### src/rtl/scplm_pkg.sv
`timescale 1ns / 1ps
// ----------------------------------------------------------------------------
// scplm_pkg
// Shared types and constants for the starred-character line matcher.
// ----------------------------------------------------------------------------
package scplm_pkg;

    localparam int unsigned CHAR_W      = 8;
    localparam int unsigned REG_SLOTS   = 16;   // positions the char registers hold
    localparam int unsigned CFG_DATA_W  = 64;
    localparam int unsigned CFG_IDX_W   = 2;
    localparam int unsigned LEN_W       = 5;
    localparam int unsigned COUNT_W     = 16;

    localparam logic [CFG_IDX_W-1:0] CFG_CHARS_LOW  = 2'd0;
    localparam logic [CFG_IDX_W-1:0] CFG_CHARS_HIGH = 2'd1;
    localparam logic [CFG_IDX_W-1:0] CFG_STAR_MASK  = 2'd2;
    localparam logic [CFG_IDX_W-1:0] CFG_PAT_LEN    = 2'd3;

    // per-beat control broadcast to every cell
    typedef struct packed {
        logic              fresh;   // first item of a line
        logic              load;    // character beat accepted
        logic              clear;   // line end beat accepted
        logic [CHAR_W-1:0] ch;
    } cell_ctl_t;

    // signals one cell hands to the next
    typedef struct packed {
        logic cur_carry;   // current set reaches the next position via a skip
        logic adv;         // character consumed, next position becomes live
        logic ncl_carry;   // next set reaches the next position via a skip
    } cell_link_t;

endpackage

### src/rtl/scplm_cell.sv
`timescale 1ns / 1ps
// ----------------------------------------------------------------------------
// scplm_cell
// One pattern position: live bit, character compare and skip propagation.
// ----------------------------------------------------------------------------
module scplm_cell
    import scplm_pkg::*;
#(
    parameter bit FIRST = 1'b0
)
(
    input  logic              clk,
    input  logic              rst_n,
    input  cell_ctl_t         ctl,
    input  logic [CHAR_W-1:0] pchar,
    input  logic              star,
    input  logic              en,      // position is inside the pattern
    input  logic              keep,    // live bit survives the length mask
    input  cell_link_t        link_in,
    output cell_link_t        link_out,
    output logic              cur
);

    logic live_reg;
    logic live_next;
    logic base;
    logic hit;
    logic nclo;

    always_comb
    begin
        base = ctl.fresh ? FIRST : (live_reg & keep);
        cur  = base | link_in.cur_carry;
        hit  = cur & en & (pchar == ctl.ch);
        nclo = link_in.adv | (hit & star) | link_in.ncl_carry;

        link_out.cur_carry = cur & star & en;
        link_out.adv       = hit;
        link_out.ncl_carry = nclo & star & en;

        live_next = live_reg;
        if (ctl.clear)
        begin
            live_next = 1'b0;
        end
        else if (ctl.load)
        begin
            live_next = nclo;
        end
    end

    always_ff @(posedge clk or negedge rst_n)
    begin
        if (!rst_n)
        begin
            live_reg <= 1'b0;
        end
        else
        begin
            live_reg <= live_next;
        end
    end

endmodule

### src/rtl/star_char_pattern_line_match.sv
`timescale 1ns / 1ps
// ----------------------------------------------------------------------------
// star_char_pattern_line_match
// Full-line matcher for a literal pattern with per-position Kleene stars.
// ----------------------------------------------------------------------------
// Takes one beat per clock while ready, characters and line ends alike, with
// no bubbles between lines. Each pattern position is a cell holding its live
// bit; the skip closure over starred positions ripples through the cell chain
// in the same cycle as the character compare, so that chain sets the clock
// path. A line end beat yields one result (match flag and saturating match
// count) in the output register on the next cycle; input stays ready while
// that result is taken on the same edge. No clearing pass after reset.
// ----------------------------------------------------------------------------
module star_char_pattern_line_match
    import scplm_pkg::*;
#(
    parameter int unsigned PATTERN_POSITIONS = 16
)
(
    input  logic                  clk,
    input  logic                  rst_n,

    input  logic                  in_valid,
    output logic                  in_ready,
    input  logic [CHAR_W-1:0]     ch,
    input  logic                  line_end,

    output logic                  out_valid,
    input  logic                  out_ready,
    output logic                  line_matches,
    output logic [COUNT_W-1:0]    matched_line_count,

    input  logic                  cfg_we,
    input  logic [CFG_IDX_W-1:0]  cfg_index,
    input  logic [CFG_DATA_W-1:0] cfg_data
);

    localparam int unsigned CELLS = (PATTERN_POSITIONS < REG_SLOTS) ?
                                    PATTERN_POSITIONS : REG_SLOTS;
    localparam int unsigned LW    = $clog2(CELLS + 1);
    localparam logic [COUNT_W-1:0] COUNT_MAX = '1;

    // configuration
    logic [CFG_DATA_W-1:0] chars_low_reg;
    logic [CFG_DATA_W-1:0] chars_high_reg;
    logic [REG_SLOTS-1:0]  star_mask_reg;
    logic [LEN_W-1:0]      pat_len_reg;

    logic                  fresh_reg;
    logic [COUNT_W-1:0]    total_reg;
    logic [COUNT_W-1:0]    total_next;
    logic                  tail_reg;

    logic                  out_valid_reg;
    logic                  match_reg;
    logic [COUNT_W-1:0]    count_reg;

    logic [2*CFG_DATA_W-1:0] chars;
    logic [LW-1:0]           len;
    logic                    accept;
    cell_ctl_t               ctl;
    cell_link_t              links [CELLS+1];
    logic [CELLS:0]          cur_all;
    logic                    tail_base;
    logic                    tail_nclo;
    logic                    hit;

    assign chars    = {chars_high_reg, chars_low_reg};
    assign len      = (pat_len_reg > LEN_W'(CELLS)) ? LW'(CELLS) : pat_len_reg[LW-1:0];
    assign in_ready = !out_valid_reg || out_ready;
    assign accept   = in_valid && in_ready;

    assign ctl.fresh = fresh_reg;
    assign ctl.load  = accept && !line_end;
    assign ctl.clear = accept && line_end;
    assign ctl.ch    = ch;

    assign links[0] = '0;

    for (genvar k = 0; k < CELLS; k++)
    begin : g_cell
        scplm_cell #(
            .FIRST (k == 0)
        ) u_cell (
            .clk      (clk),
            .rst_n    (rst_n),
            .ctl      (ctl),
            .pchar    (chars[CHAR_W*k +: CHAR_W]),
            .star     (star_mask_reg[k]),
            .en       (len > LW'(k)),
            .keep     (len >= LW'(k)),
            .link_in  (links[k]),
            .link_out (links[k+1]),
            .cur      (cur_all[k])
        );
    end

    // final position: whole pattern consumed
    assign tail_base      = !fresh_reg && tail_reg && (len == LW'(CELLS));
    assign cur_all[CELLS] = tail_base | links[CELLS].cur_carry;
    assign tail_nclo      = links[CELLS].adv | links[CELLS].ncl_carry;
    assign hit            = cur_all[len];

    assign total_next = (hit && total_reg != COUNT_MAX) ? total_reg + 1'b1 : total_reg;

    always_ff @(posedge clk or negedge rst_n)
    begin
        if (!rst_n)
        begin
            chars_low_reg  <= '0;
            chars_high_reg <= '0;
            star_mask_reg  <= '0;
            pat_len_reg    <= '0;
        end
        else if (cfg_we)
        begin
            case (cfg_index)
                CFG_CHARS_LOW:  chars_low_reg  <= cfg_data;
                CFG_CHARS_HIGH: chars_high_reg <= cfg_data;
                CFG_STAR_MASK:  star_mask_reg  <= cfg_data[REG_SLOTS-1:0];
                CFG_PAT_LEN:    pat_len_reg    <= cfg_data[LEN_W-1:0];
                default:        ;
            endcase
        end
    end

    always_ff @(posedge clk or negedge rst_n)
    begin
        if (!rst_n)
        begin
            fresh_reg     <= 1'b1;
            tail_reg      <= 1'b0;
            total_reg     <= '0;
            out_valid_reg <= 1'b0;
        end
        else
        begin
            if (ctl.clear)
            begin
                out_valid_reg <= 1'b1;
            end
            else if (out_ready)
            begin
                out_valid_reg <= 1'b0;
            end
            if (ctl.load)
            begin
                fresh_reg <= 1'b0;
                tail_reg  <= tail_nclo;
            end
            else if (ctl.clear)
            begin
                fresh_reg <= 1'b1;
                tail_reg  <= 1'b0;
                total_reg <= total_next;
            end
        end
    end

    // result payload
    always_ff @(posedge clk)
    begin
        if (ctl.clear)
        begin
            match_reg <= hit;
            count_reg <= total_next;
        end
    end

    assign out_valid          = out_valid_reg;
    assign line_matches       = match_reg;
    assign matched_line_count = count_reg;

endmodule

### config.mk
export PLATFORM = sky130hd
export DESIGN_NAME = star_char_pattern_line_match
export DESIGN_NICKNAME = d
export VERILOG_FILES = /design/src/rtl/scplm_pkg.sv /design/src/rtl/scplm_cell.sv /design/src/rtl/star_char_pattern_line_match.sv
export SDC_FILE = /design/constraint.sdc
export NUM_CORES = 1
export LEC_CHECK = 0
export BUFFER_PORTS_ARGS = -buffer_cell sky130_fd_sc_hd__buf_4
export CAP_MARGIN = 20
export CORE_UTILIZATION = 50
export DETAILED_ROUTE_END_ITERATION = 10
export MAX_ROUTING_LAYER = met4
export PLACE_DENSITY = 0.74
export SYNTH_ARGS = -nofsm -noshare
export SYNTH_HDL_FRONTEND = slang
export SYNTH_SLANG_ARGS = --single-unit
### constraint.sdc
create_clock -name clk -period 3.4 [get_ports clk]
set_input_delay 0.17 -clock clk [delete_from_list [all_inputs] [get_ports clk]]
set_output_delay 0.17 -clock clk [all_outputs]
set_load 0.01 [all_outputs]
After elaboration in Yosys (flattened, before gate mapping)
Index checks and enable logic that the tools add are counted.
{ "word_totals": {"inputBits": 80, "reg_bits": 201, "output_inout_bits": 19, "elab_cells": 334} }
{ "classes": {"magnitude_cmp": 34, "reduce_logical": 18, "eq_ne": 21, "mux": 58, "addsub": 1, "n_bitwise": 176} }
{ "op_table": {"columns": ["cell", "count"], "rows": [
  ["AND 1 bit", 128],
  ["== test 8 bit", 16],
  ["two-way mux 1 bit", 55],
  ["bitwise OR 1 bit", 47],
  [">= comparator 5 x 4 -> 1 bit (second input constant)", 8],
  ["> comparator 5 x 4 -> 1 bit (second input constant)", 8],
  [">= comparator 5 x 3 -> 1 bit (second input constant)", 4],
  ["> comparator 5 x 3 -> 1 bit (second input constant)", 4],
  ["adder 16 x 1 -> 16 bit (second input constant)", 1],
  ["two-way mux 16 bit", 1],
  ["!= test 16 bit (second input constant)", 1],
  [">= comparator 5 x 1 -> 1 bit (second input constant)", 2],
  [">= comparator 5 x 2 -> 1 bit (second input constant)", 2],
  ["> comparator 5 x 1 -> 1 bit (second input constant)", 2],
  ["> comparator 5 x 2 -> 1 bit (second input constant)", 2],
  ["AND reduction 2 bit", 5],
  ["logical AND 1 bit", 6],
  ["less-than comparator 5 x 6 -> 1 bit (second input constant)", 1],
  ["binary-select mux 1 bit (select 5 bit)", 1],
  ["== test 5 bit (second input constant)", 1],
  ["> comparator 5 bit (second input constant)", 1],
  ["two-way mux 5 bit", 1],
  ["== test 2 bit (second input constant)", 2],
  ["nonzero test 2 bit", 2],
  ["other kinds (5)", 7]
]} }

Longest topological paths before layout
Gate-level depths: netlist of run 1.
{ "depth": {"ltp_word": 59, "ltp_mapped": 13, "ltp_nobuf": 10} }

By module
A second synthesis of run 1 with hierarchy kept.
{ "unflattened": {"cells_unflattened": 908, "area_unflattened_um2": 10999.3} }
{ "by_module_without_submodules": {"columns": ["module", "n_inst", "area_each_um2", "cells_each"], "rows": [
  ["star_char_pattern_line_match", 1, 7703.6, 541],
  ["scplm_cell at g_cell[10].u_cell ...", 15, 206.4, 23],
  ["scplm_cell at g_cell[0].u_cell", 1, 198.9, 22]
]} }

Least setup slack after synthesis of run 1
OpenSTA, ideal clock, no wires.
{ "synth_path": {"path_type": "reg-to-reg", "from": "register fresh_reg", "to": "register count_reg[6] (netlist: matched_line_count[6]) (data pin)", "path_slack_ns": 0.285, "path_buffers": 3, "t_arrival_ns": 2.856, "period_less_slack_ns": 3.115, "setup_time_ns": 0.259, "stages_incl_launch_ff": 14, "required_ns": 3.141, "path_cell_list": "dfstp_2 > buf_2 > o21ai_0 > a21boi_1 > o2111ai_1 > and4_1 > buf_6 > a22oi_4 > a211oi_1 > o31a_1 > o31ai_4 > buf_6 > nand4_1 > xnor2_1"} }
{ "synth_via": {"elab_chain_cells": 53, "elab_cells_between_ends": 71} }
{ "synth_rtl": {"columns": ["element", "line", "text"], "rows": [
  ["start: declaration", "star_char_pattern_line_match.sv:49", "logic fresh_reg;"],
  ["start signal: assignment", "star_char_pattern_line_match.sv:131", "fresh_reg <= 1'b1;"],
  ["start signal: assignment", "star_char_pattern_line_match.sv:148", "fresh_reg <= 1'b0;"],
  ["start signal: assignment", "star_char_pattern_line_match.sv:153", "fresh_reg <= 1'b1;"],
  ["two-way mux 1 bit", "scplm_cell.sv:32", "base = ctl.fresh ? FIRST : (live_reg & keep);"],
  ["AND 1 bit (2 in a row)", "scplm_cell.sv:37", "link_out.cur_carry = cur & star & en;"],
  ["bitwise OR 1 bit", "scplm_cell.sv:33", "cur = base | link_in.cur_carry;"],
  ["AND 1 bit (2 in a row)", "scplm_cell.sv:37", null],
  ["bitwise OR 1 bit", "scplm_cell.sv:33", null],
  ["AND 1 bit (2 in a row)", "scplm_cell.sv:37", null],
  ["bitwise OR 1 bit", "scplm_cell.sv:33", null],
  ["AND 1 bit (2 in a row)", "scplm_cell.sv:37", null],
  ["[33 not listed]", null, null],
  ["bitwise OR 1 bit", "scplm_cell.sv:33", null],
  ["AND 1 bit (2 in a row)", "scplm_cell.sv:37", null],
  ["bitwise OR 1 bit", "star_char_pattern_line_match.sv:100", "assign cur_all[CELLS] = tail_base | links[CELLS].cur_carry;"],
  ["binary-select mux 1 bit (select 5 bit) (*)", "star_char_pattern_line_match.sv:102", "assign hit = cur_all[len];"],
  ["two-way mux 1 bit (not written as such) (*)", "star_char_pattern_line_match.sv:102", null],
  ["logical AND 1 bit (*)", "star_char_pattern_line_match.sv:104", "assign total_next = (hit && total_reg != COUNT_MAX) ? total_reg + 1'b1 : total_reg;"],
  ["two-way mux 16 bit (*)", "star_char_pattern_line_match.sv:104", null],
  ["via total_next[6]", "star_char_pattern_line_match.sv:51", "logic [COUNT_W-1:0] total_next;"],
  ["end signal: assignment", "star_char_pattern_line_match.sv:166", "count_reg <= total_next;"],
  ["end: declaration", "star_char_pattern_line_match.sv:56", "logic [COUNT_W-1:0] count_reg;"]
]} }
The timed path passes the listed nets; every way through them passes the cells marked *. The select of a mux whose other input is x is not followed.
A chain may end at the register's enable or synchronous reset.

Worst setup path in the final report of run 1
{ "layout_path": {"from": "register chars_low_reg[61]", "to": "register g_cell[13].u_cell.live_reg"} }
{ "layout_via": {"elab_chain_cells": 25, "elab_cells_between_ends": 26} }
{ "layout_rtl": {"columns": ["element", "line", "text"], "rows": [
  ["start: declaration", "star_char_pattern_line_match.sv:44", "logic [CFG_DATA_W-1:0] chars_low_reg;"],
  ["start signal: assignment", "star_char_pattern_line_match.sv:118", "CFG_CHARS_LOW: chars_low_reg <= cfg_data;"],
  ["== test 8 bit (*)", "scplm_cell.sv:34", "hit = cur & en & (pchar == ctl.ch);"],
  ["AND 1 bit (*)", "scplm_cell.sv:34", null],
  ["AND 1 bit", "scplm_cell.sv:35", "nclo = link_in.adv | (hit & star) | link_in.ncl_carry;"],
  ["bitwise OR 1 bit (2 in a row)", "scplm_cell.sv:35", null],
  ["AND 1 bit (2 in a row)", "scplm_cell.sv:39", "link_out.ncl_carry = nclo & star & en;"],
  ["bitwise OR 1 bit (*)", "scplm_cell.sv:35", null],
  ["AND 1 bit (*) (2 in a row)", "scplm_cell.sv:39", null],
  ["bitwise OR 1 bit (*)", "scplm_cell.sv:35", null],
  ["[3 not listed]", null, null],
  ["AND 1 bit (*) (2 in a row)", "scplm_cell.sv:39", null],
  ["bitwise OR 1 bit (*)", "scplm_cell.sv:35", null],
  ["AND 1 bit (*) (2 in a row)", "scplm_cell.sv:39", null],
  ["bitwise OR 1 bit (*)", "scplm_cell.sv:35", null],
  ["AND 1 bit (*) (2 in a row)", "scplm_cell.sv:39", null],
  ["bitwise OR 1 bit (*)", "scplm_cell.sv:35", null],
  ["two-way mux 1 bit (*)", "scplm_cell.sv:46", "else if (ctl.load)"],
  ["two-way mux 1 bit (*)", "scplm_cell.sv:42", "if (ctl.clear)"],
  ["end signal: assignment", "scplm_cell.sv:60", "live_reg <= live_next;"],
  ["end: declaration", "scplm_cell.sv:24", "logic live_reg;"]
]} }
Every way passes the cells marked *; elsewhere a longest branch is shown, timed or not. The select of a mux whose other input is x is not followed.

==> impl_metrics.py, run 1 <==
metrics = {
    "floorplan": {
        "dieArea_sq_um": 22200,
        "die_w_um": 149,
        "start_util_pct": 51.3,
        "pin_count": 99,
        "core_sq_um": 21100,
        "die_h_um": 149,
        "row_count": 53,
    },
    "finish": {
        "antenna_cells": 0,
        "fill_cells": 1608,
        "multi_input_area_sq_um": 5420,
        "layout.nets": 1252,
        "stdcell_count": 1462,
        "seq_area_sq_um": 5120,
        "area_growth_pct": 26.0,
        "drive_above_1_share_pct": 31.3,
    },
    "synth": {
        "synth-simple-area-share_pct": 12.0,
        "synth-async-reset-ratio_pct": 91.5,
        "synth_xor_area_share_pct": 12.8,
        "synth_most_common_cell": "dfrtp_1",
        "ys_seq_elements": 201,
        "ys_types": 71,
        "synth_area_sq_um": 10800,
        "synth_compound_area_share_pct": 9.19,
        "synth_top_area_share_pct": 42.4,
        "synthMuxAreaShare_pct": 15.7,
        "synth_area_leader_cell": "dfrtp_1",
        "synthAdderAreaFrac_pct": 0.116,
        "syn_nets": 1047,
        "avgSynthCellArea_sq_um": 11.2,
        "synth.area.top_cells": "dfrtp_1 42%, mux2_2 16%, xnor2_1 6.6%",
        "yosysSeqAreaShare_pct": 47.3,
        "synth_commonest_cells": "183 x dfrtp_1, 150 x mux2_2, 81 x xnor2_1",
        "netlist_instances": 966,
        "synth-edff-count": 17,
        "ys.flop_type": "dfrtp_1",
        "yosys_warnings": 0,
        "synth_top_family_by_area": "multiplexers",
    },
    "timing": {
        "period_minus_slack_ns": 3.27,
        "setup_violations": 0,
        "fin_skew_ns": 0.0245,
        "relSlewSlack_pct": 37.8,
        "hold_viol_final": 0,
        "tightestPinTransition_ns": 0.933,
        "rsz0062_at_grt": "no",
        "slew_viol_final": 0,
        "layout_worst_path_cycle_share_pct": 96.1,
        "tns_ns": 0,
        "clock.fmax_mhz": 306,
        "layout_setup_ws_ns": 0.131,
    },
    "critical_path": {
        "crit_path_end_kind": "register",
        "cp_slowest_stage_delay_ns": 0.51,
        "cp-start-kind": "register",
        "worstSetupPathType": "reg -> reg",
        "slowest_stage": "nor4_1",
        "cp_cell_sequence": "xor2_1, nor4_1, nand4_1, a311oi_1, nor2_1, a311oi_1, buf_4, a221o_1, nor2_1, o41a_1, nand2_1",
        "crit_required_ns": 3.86,
        "cp_max_fo": 3,
        "arrival_ns": 3.73,
    },
    "global_routing": {
        "use_met3_pct": 3.91,
        "antenna_found_initial": 0,
        "gr-usage-met1_pct": 37.2,
        "grt_start_max_net_pins": 76,
        "grt_pass1_wl_mm": 47.0,
        "overflow": 0,
        "first_global_vias": 8491,
        "grtUsageTotal_pct": 28.2,
        "grtUsageMet2_pct": 45.2,
        "grt_busiest_layer": "met2",
    },
    "place": {
        "gp_congestion": 0.943,
        "dp_hpwl_mm": 20.7,
        "io_buffer_count": 98,
        "place_inst": 1355,
        "place_ws_ns": 0.0802,
    },
    "flow_run": {
        "maxCapViolations": 0,
    },
    "drt": {
        "drt_iter0_drc": 501,
        "ant_nets": 0,
        "drt_wl_total_mm": 29.5,
        "vias": 8338,
        "wl_per_cell_um": 20.2,
        "routed_via_density": 5.70,
        "first_pass_iters": 5,
        "drc": 0,
    },
    "cts": {
        "cts_made_buffers": 23,
        "cts_max_path_buffers": 3,
        "cts_setup_buffers": 0,
        "ctsRootBufferMaster": "clkbuf_16",
        "clkTransAtPathRegs_ns": 0.06,
        "cts_sinks": 201,
        "htree_levels": 1,
        "insertion_delay_ns": 0.52,
        "cts_tree": "done",
    },
    "pwr": {
        "ir_worst_vdd_mv": 0.482,
        "power_density_nw_per_um2": 524,
        "leakage_nw": 5.74,
    },
    "worst_hold_path": {
        "hold_class": "in -> reg",
    },
    "run_status": {
        "outcome": "finished, final reports clean",
    },
}
[timing repair]
action,in CTS,in global routing
hold endpoints to repair,222,0
hold buffers,66,0
endpoints found under the setup margin,0,17
resized for setup,0,6
[power by group]
part / switching [mW] / leakage, nW / internal, mW
registers: 0.314 / 2.40 / 2.80
logic: 0.800 / 2.99 / 0.838
clock network: 0.965 / 0.357 / 1.42
total: 2.08 / 5.74 / 5.06
[metrics by stage]
stage | instance area (sq um) | util (%) | total power, mW | hold WS (ns)
6_report | 13600 | 64.6 | 7.14 | 0.0307
5_1_grt | 13600 | 64.6 | 7.46 | 0.0545
4_1_cts | 13600 | 64.5 | 7.15 | 0.0237
3_5_place_dp | 12200 | 57.9 | 4.69 | 0.259
3_3_place_gp | 12200 | 57.9 | 4.65 | 0.255
2_1_floorplan | 10800 | - | 4.10 | -0.126
[final timing paths]
kind | start | cells after the start | to | slack [ns]
min | out_ready | 3 | out_valid | 0.03
min in group asynchronous | rst_n | 2 | total_reg[6] | 0.28
min reg2reg | g_cell[11].u_cell.live_reg | 1 | g_cell[11].u_cell.live_reg | 0.50
max | chars_low_reg[61] | 11 | g_cell[13].u_cell.live_reg | 0.13
max reg2reg | chars_low_reg[61] | 11 | g_cell[13].u_cell.live_reg | 0.13
max in group asynchronous | rst_n | 3 | chars_high_reg[51] | 2.25
[kinds of logic after synthesis]
family,count (synthesis)
flops,201
compound gates,134
buf+inv,67
simple gates,254
xor+xnor,158
fa+ha+maj,1
mux,151
[placed cells by master, fill, tap and decap left out, types with 11 or more instances in the layout]
cell / n
edfxtp_1: 17
and3_1: 11
clkbuf_16: 23
o21ai_0: 24
a21oi_1: 19
nand4_1: 24
dlygate4sd3_1: 66
inv_1: 13
dfrtp_1: 182
nor2_1: 43
nand2_1: 62
nor3_1: 16
nand3_1: 31
mux2_2: 150
nor4_1: 16
buf_4: 164
xor2_1: 77
xnor2_1: 81
[final cells by class]
class | count | share of cell area, %
Clock buffer | 35 | 4.85
Clock inverter | 6 | 0.487
Inverter | 13 | 0.358
Multi-Input combinational cell | 698 | 39.8
Sequential cell | 201 | 37.6
Tap cell | 275 | 2.53
Timing Repair Buffer | 234 | 14.4
[routing by layer]
layer / part of all wire [%] / up-vias
met5: 0 / -
met4: 2.8 / 0
met3: 4.5 / 56
met2: 48 / 237
met1: 44 / 4144
li1: - / 3901
[worst max-delay path, delay by kind of cell (launching register included)]
family | cells | cell delay [ns]
AO/OA/AOI/OAI | 4 | 1.40
AND/OR/NAND/NOR | 5 | 1.11
buffers and inverters | 1 | 0.18
XOR/XNOR | 1 | 0.15
flip-flops | 1 | 0.38
No activity file was read; power rests on OpenSTA's default activity.
==> run 2, diff against run 1 <==
PLACE_DENSITY = 0.77   (was 0.74)
clock period = 3 ns   (was 3.4 ns; I/O delays follow)
==> run 2 against run 1 <==
- the run now ends with setup timing left
- highest routed layer unchanged
- sequential share of layout area down 2.2 points
- worst hold slack worse by 0.013 ns
- non-clock buffer count up 65
- clock power up 21%
- critical endpoint is now matched_line_count[1]
- fmax up 7.2%
- utilization up 4.2 points
==> impl_metrics.py, run 2 (synthesized netlist as in run 1, its figures left out) <==
metrics = {
    "run_status": {
        "outcome": "finished with violations",
        "violations": "setup timing",
    },
    "timing": {
        "clock.fmax_mhz": 328,
        "rsz0062_at_grt": "yes",
        "hold-worst-slack_ns": 0.0173,
        "period_minus_slack_ns": 3.05,
        "layout_setup_ws_ns": -0.0488,
        "fin_skew_ns": 0.0232,
        "hold_viol_final": 0,
        "tightestPinTransition_ns": 0.905,
        "layout_worst_path_cycle_share_pct": 102,
        "setup_violations": 11,
        "slew_viol_final": 0,
        "relSlewSlack_pct": 39.7,
        "tns_ns": -0.207,
    },
    "finish": {
        "drive_above_1_share_pct": 39.4,
        "layout_commonest_cell": "buf_4",
        "fill_cells": 1496,
        "final_cell_area_sq_um": 14500,
        "fin_util_pct": 68.8,
        "antenna_cells": 0,
        "area_growth_pct": 34.1,
        "stdcell_count": 1527,
        "final_cell_mix": "220 x buf_4, 178 x dfrtp_1, 150 x mux2_2, 81 x xnor2_1, 77 x xor2_1",
        "layout.nets": 1317,
    },
    "pwr": {
        "power_density_nw_per_um2": 595,
        "ir_worst_vdd_mv": 0.699,
        "leakage_nw": 6.15,
    },
    "global_routing": {
        "gr-usage-met1_pct": 37.7,
        "overflow": 0,
        "grtUsageMet2_pct": 49.7,
        "grtUsageTotal_pct": 29.9,
        "use_met3_pct": 3.76,
        "grt_start_max_net_pins": 73,
        "first_global_vias": 8969,
        "grt_busiest_layer": "met2",
        "antenna_found_initial": 0,
        "grt_pass1_wl_mm": 49.5,
    },
    "place": {
        "io_buffer_count": 98,
        "gp_congestion": 0.981,
        "place_area_sq_um": 12600,
        "dp_hpwl_mm": 21.3,
        "place_inst": 1407,
    },
    "floorplan": {
        "row_count": 53,
        "core_sq_um": 21100,
        "die_h_um": 149,
        "pin_count": 99,
        "start_util_pct": 51.3,
        "dieArea_sq_um": 22200,
        "die_w_um": 149,
    },
    "critical_path": {
        "crit_path_end_kind": "register",
        "worstSetupPathType": "reg -> reg",
        "cp-start-kind": "register",
        "arrival_ns": 3.33,
        "cp_max_fo": 9,
        "crit_required_ns": 3.28,
    },
    "cts": {
        "ctsRootBufferMaster": "clkbuf_16",
        "htree_levels": 1,
        "insertion_delay_ns": 0.53,
        "clkTransAtPathRegs_ns": 0.06,
        "cts_made_buffers": 23,
        "cts_sinks": 201,
        "cts_max_path_buffers": 3,
        "cts_tree": "done",
    },
    "flow_run": {
        "maxCapViolations": 0,
    },
    "drt": {
        "vias": 8887,
        "wl_per_cell_um": 20.8,
        "drc": 0,
        "drt_iter0_drc": 539,
        "first_pass_iters": 5,
        "drt_wl_total_mm": 31.8,
        "routed_via_density": 5.82,
        "ant_nets": 0,
    },
    "worst_hold_path": {
        "hold_class": "in -> reg",
    },
}
## run 2: cell count changes in the layout (fill, tap and decap cells not counted), moves of 6 or more
cell,change
buf_4,+56
buf_6,+7
nand2_1,-6
nand2_2,+6
nand3_1,-6
nand3_2,+6
## run 2: power breakdown
| part | total (mW) | internal, mW | switching [mW] |
|---|---|---|---|
| clock | 2.88 | 1.72 | 1.16 |
| sequential | 3.56 | 3.18 | 0.378 |
| combinational | 2.19 | 1.15 | 1.04 |
| total | 8.63 | 6.06 | 2.58 |
## run 2: path summary, 6_finish.rpt
path,from,endpoint,slack [ns],cells after the start
worst max-delay path,pat_len_reg[4],matched_line_count[1],-0.05,12
worst min-delay path,out_ready,out_valid,0.02,3
worst max register to register,pat_len_reg[4],matched_line_count[1],-0.05,12
worst min register to register,g_cell[1].u_cell.live_reg,g_cell[1].u_cell.live_reg,0.49,2
max in group asynchronous,rst_n,chars_high_reg[63],1.85,3
min in group asynchronous,rst_n,chars_high_reg[32],0.21,2
## run 2: layer usage
metal  part of all wire, %  routed length, um
met2                    49              15700
met4                   3.1                978
met3                   5.9               1880
met1                    42              13200
met5                     0                  0
## run 2: cell type report
cell class / count / area, sq um / share of cell area (%)
clock inverter: 11 / 143 / 0.984
sequential: 201 / 5120 / 35.3
clock buffer: 30 / 622 / 4.29
tap: 275 / 344 / 2.37
timing repair buffer: 299 / 2510 / 17.3
inverter: 13 / 48.8 / 0.336
multi-input combinational: 698 / 5720 / 39.4
## run 2: repair_timing
item / 4_1_cts / 5_1_grt
setup buffers: 8 / 5
gates cloned: 0 / 1
endpoints found under the hold margin: 219 / 0
resized for setup: 26 / 54
pin swaps: 12 / 18
setup endpoints to repair: 37 / 40
hold buffers: 66 / 0
## run 2: per-stage QoR
| stage | total power [mW] | worst slack (ns) |
|---|---|---|
| after floorplan | 4.65 | 0.000130 |
| after global placement | 5.38 | -0.162 |
| after detailed placement | 5.45 | -0.180 |
| after CTS | 8.47 | 0.00119 |
| after global routing | 8.97 | -0.127 |
| final | 8.63 | -0.0488 |
## run 2: critical path: stages (launching register included)
cell       delay [ns]
dfrtp_2          0.47
buf_6            0.15
buf_4            0.12
buf_4            0.13
o2111ai_1        0.12
a211o_1          0.30
buf_4            0.16
a22oi_4          0.17
a211oi_2         0.10
o31a_1           0.30
o31ai_4          0.29
buf_12           0.17
mux2_2           0.33
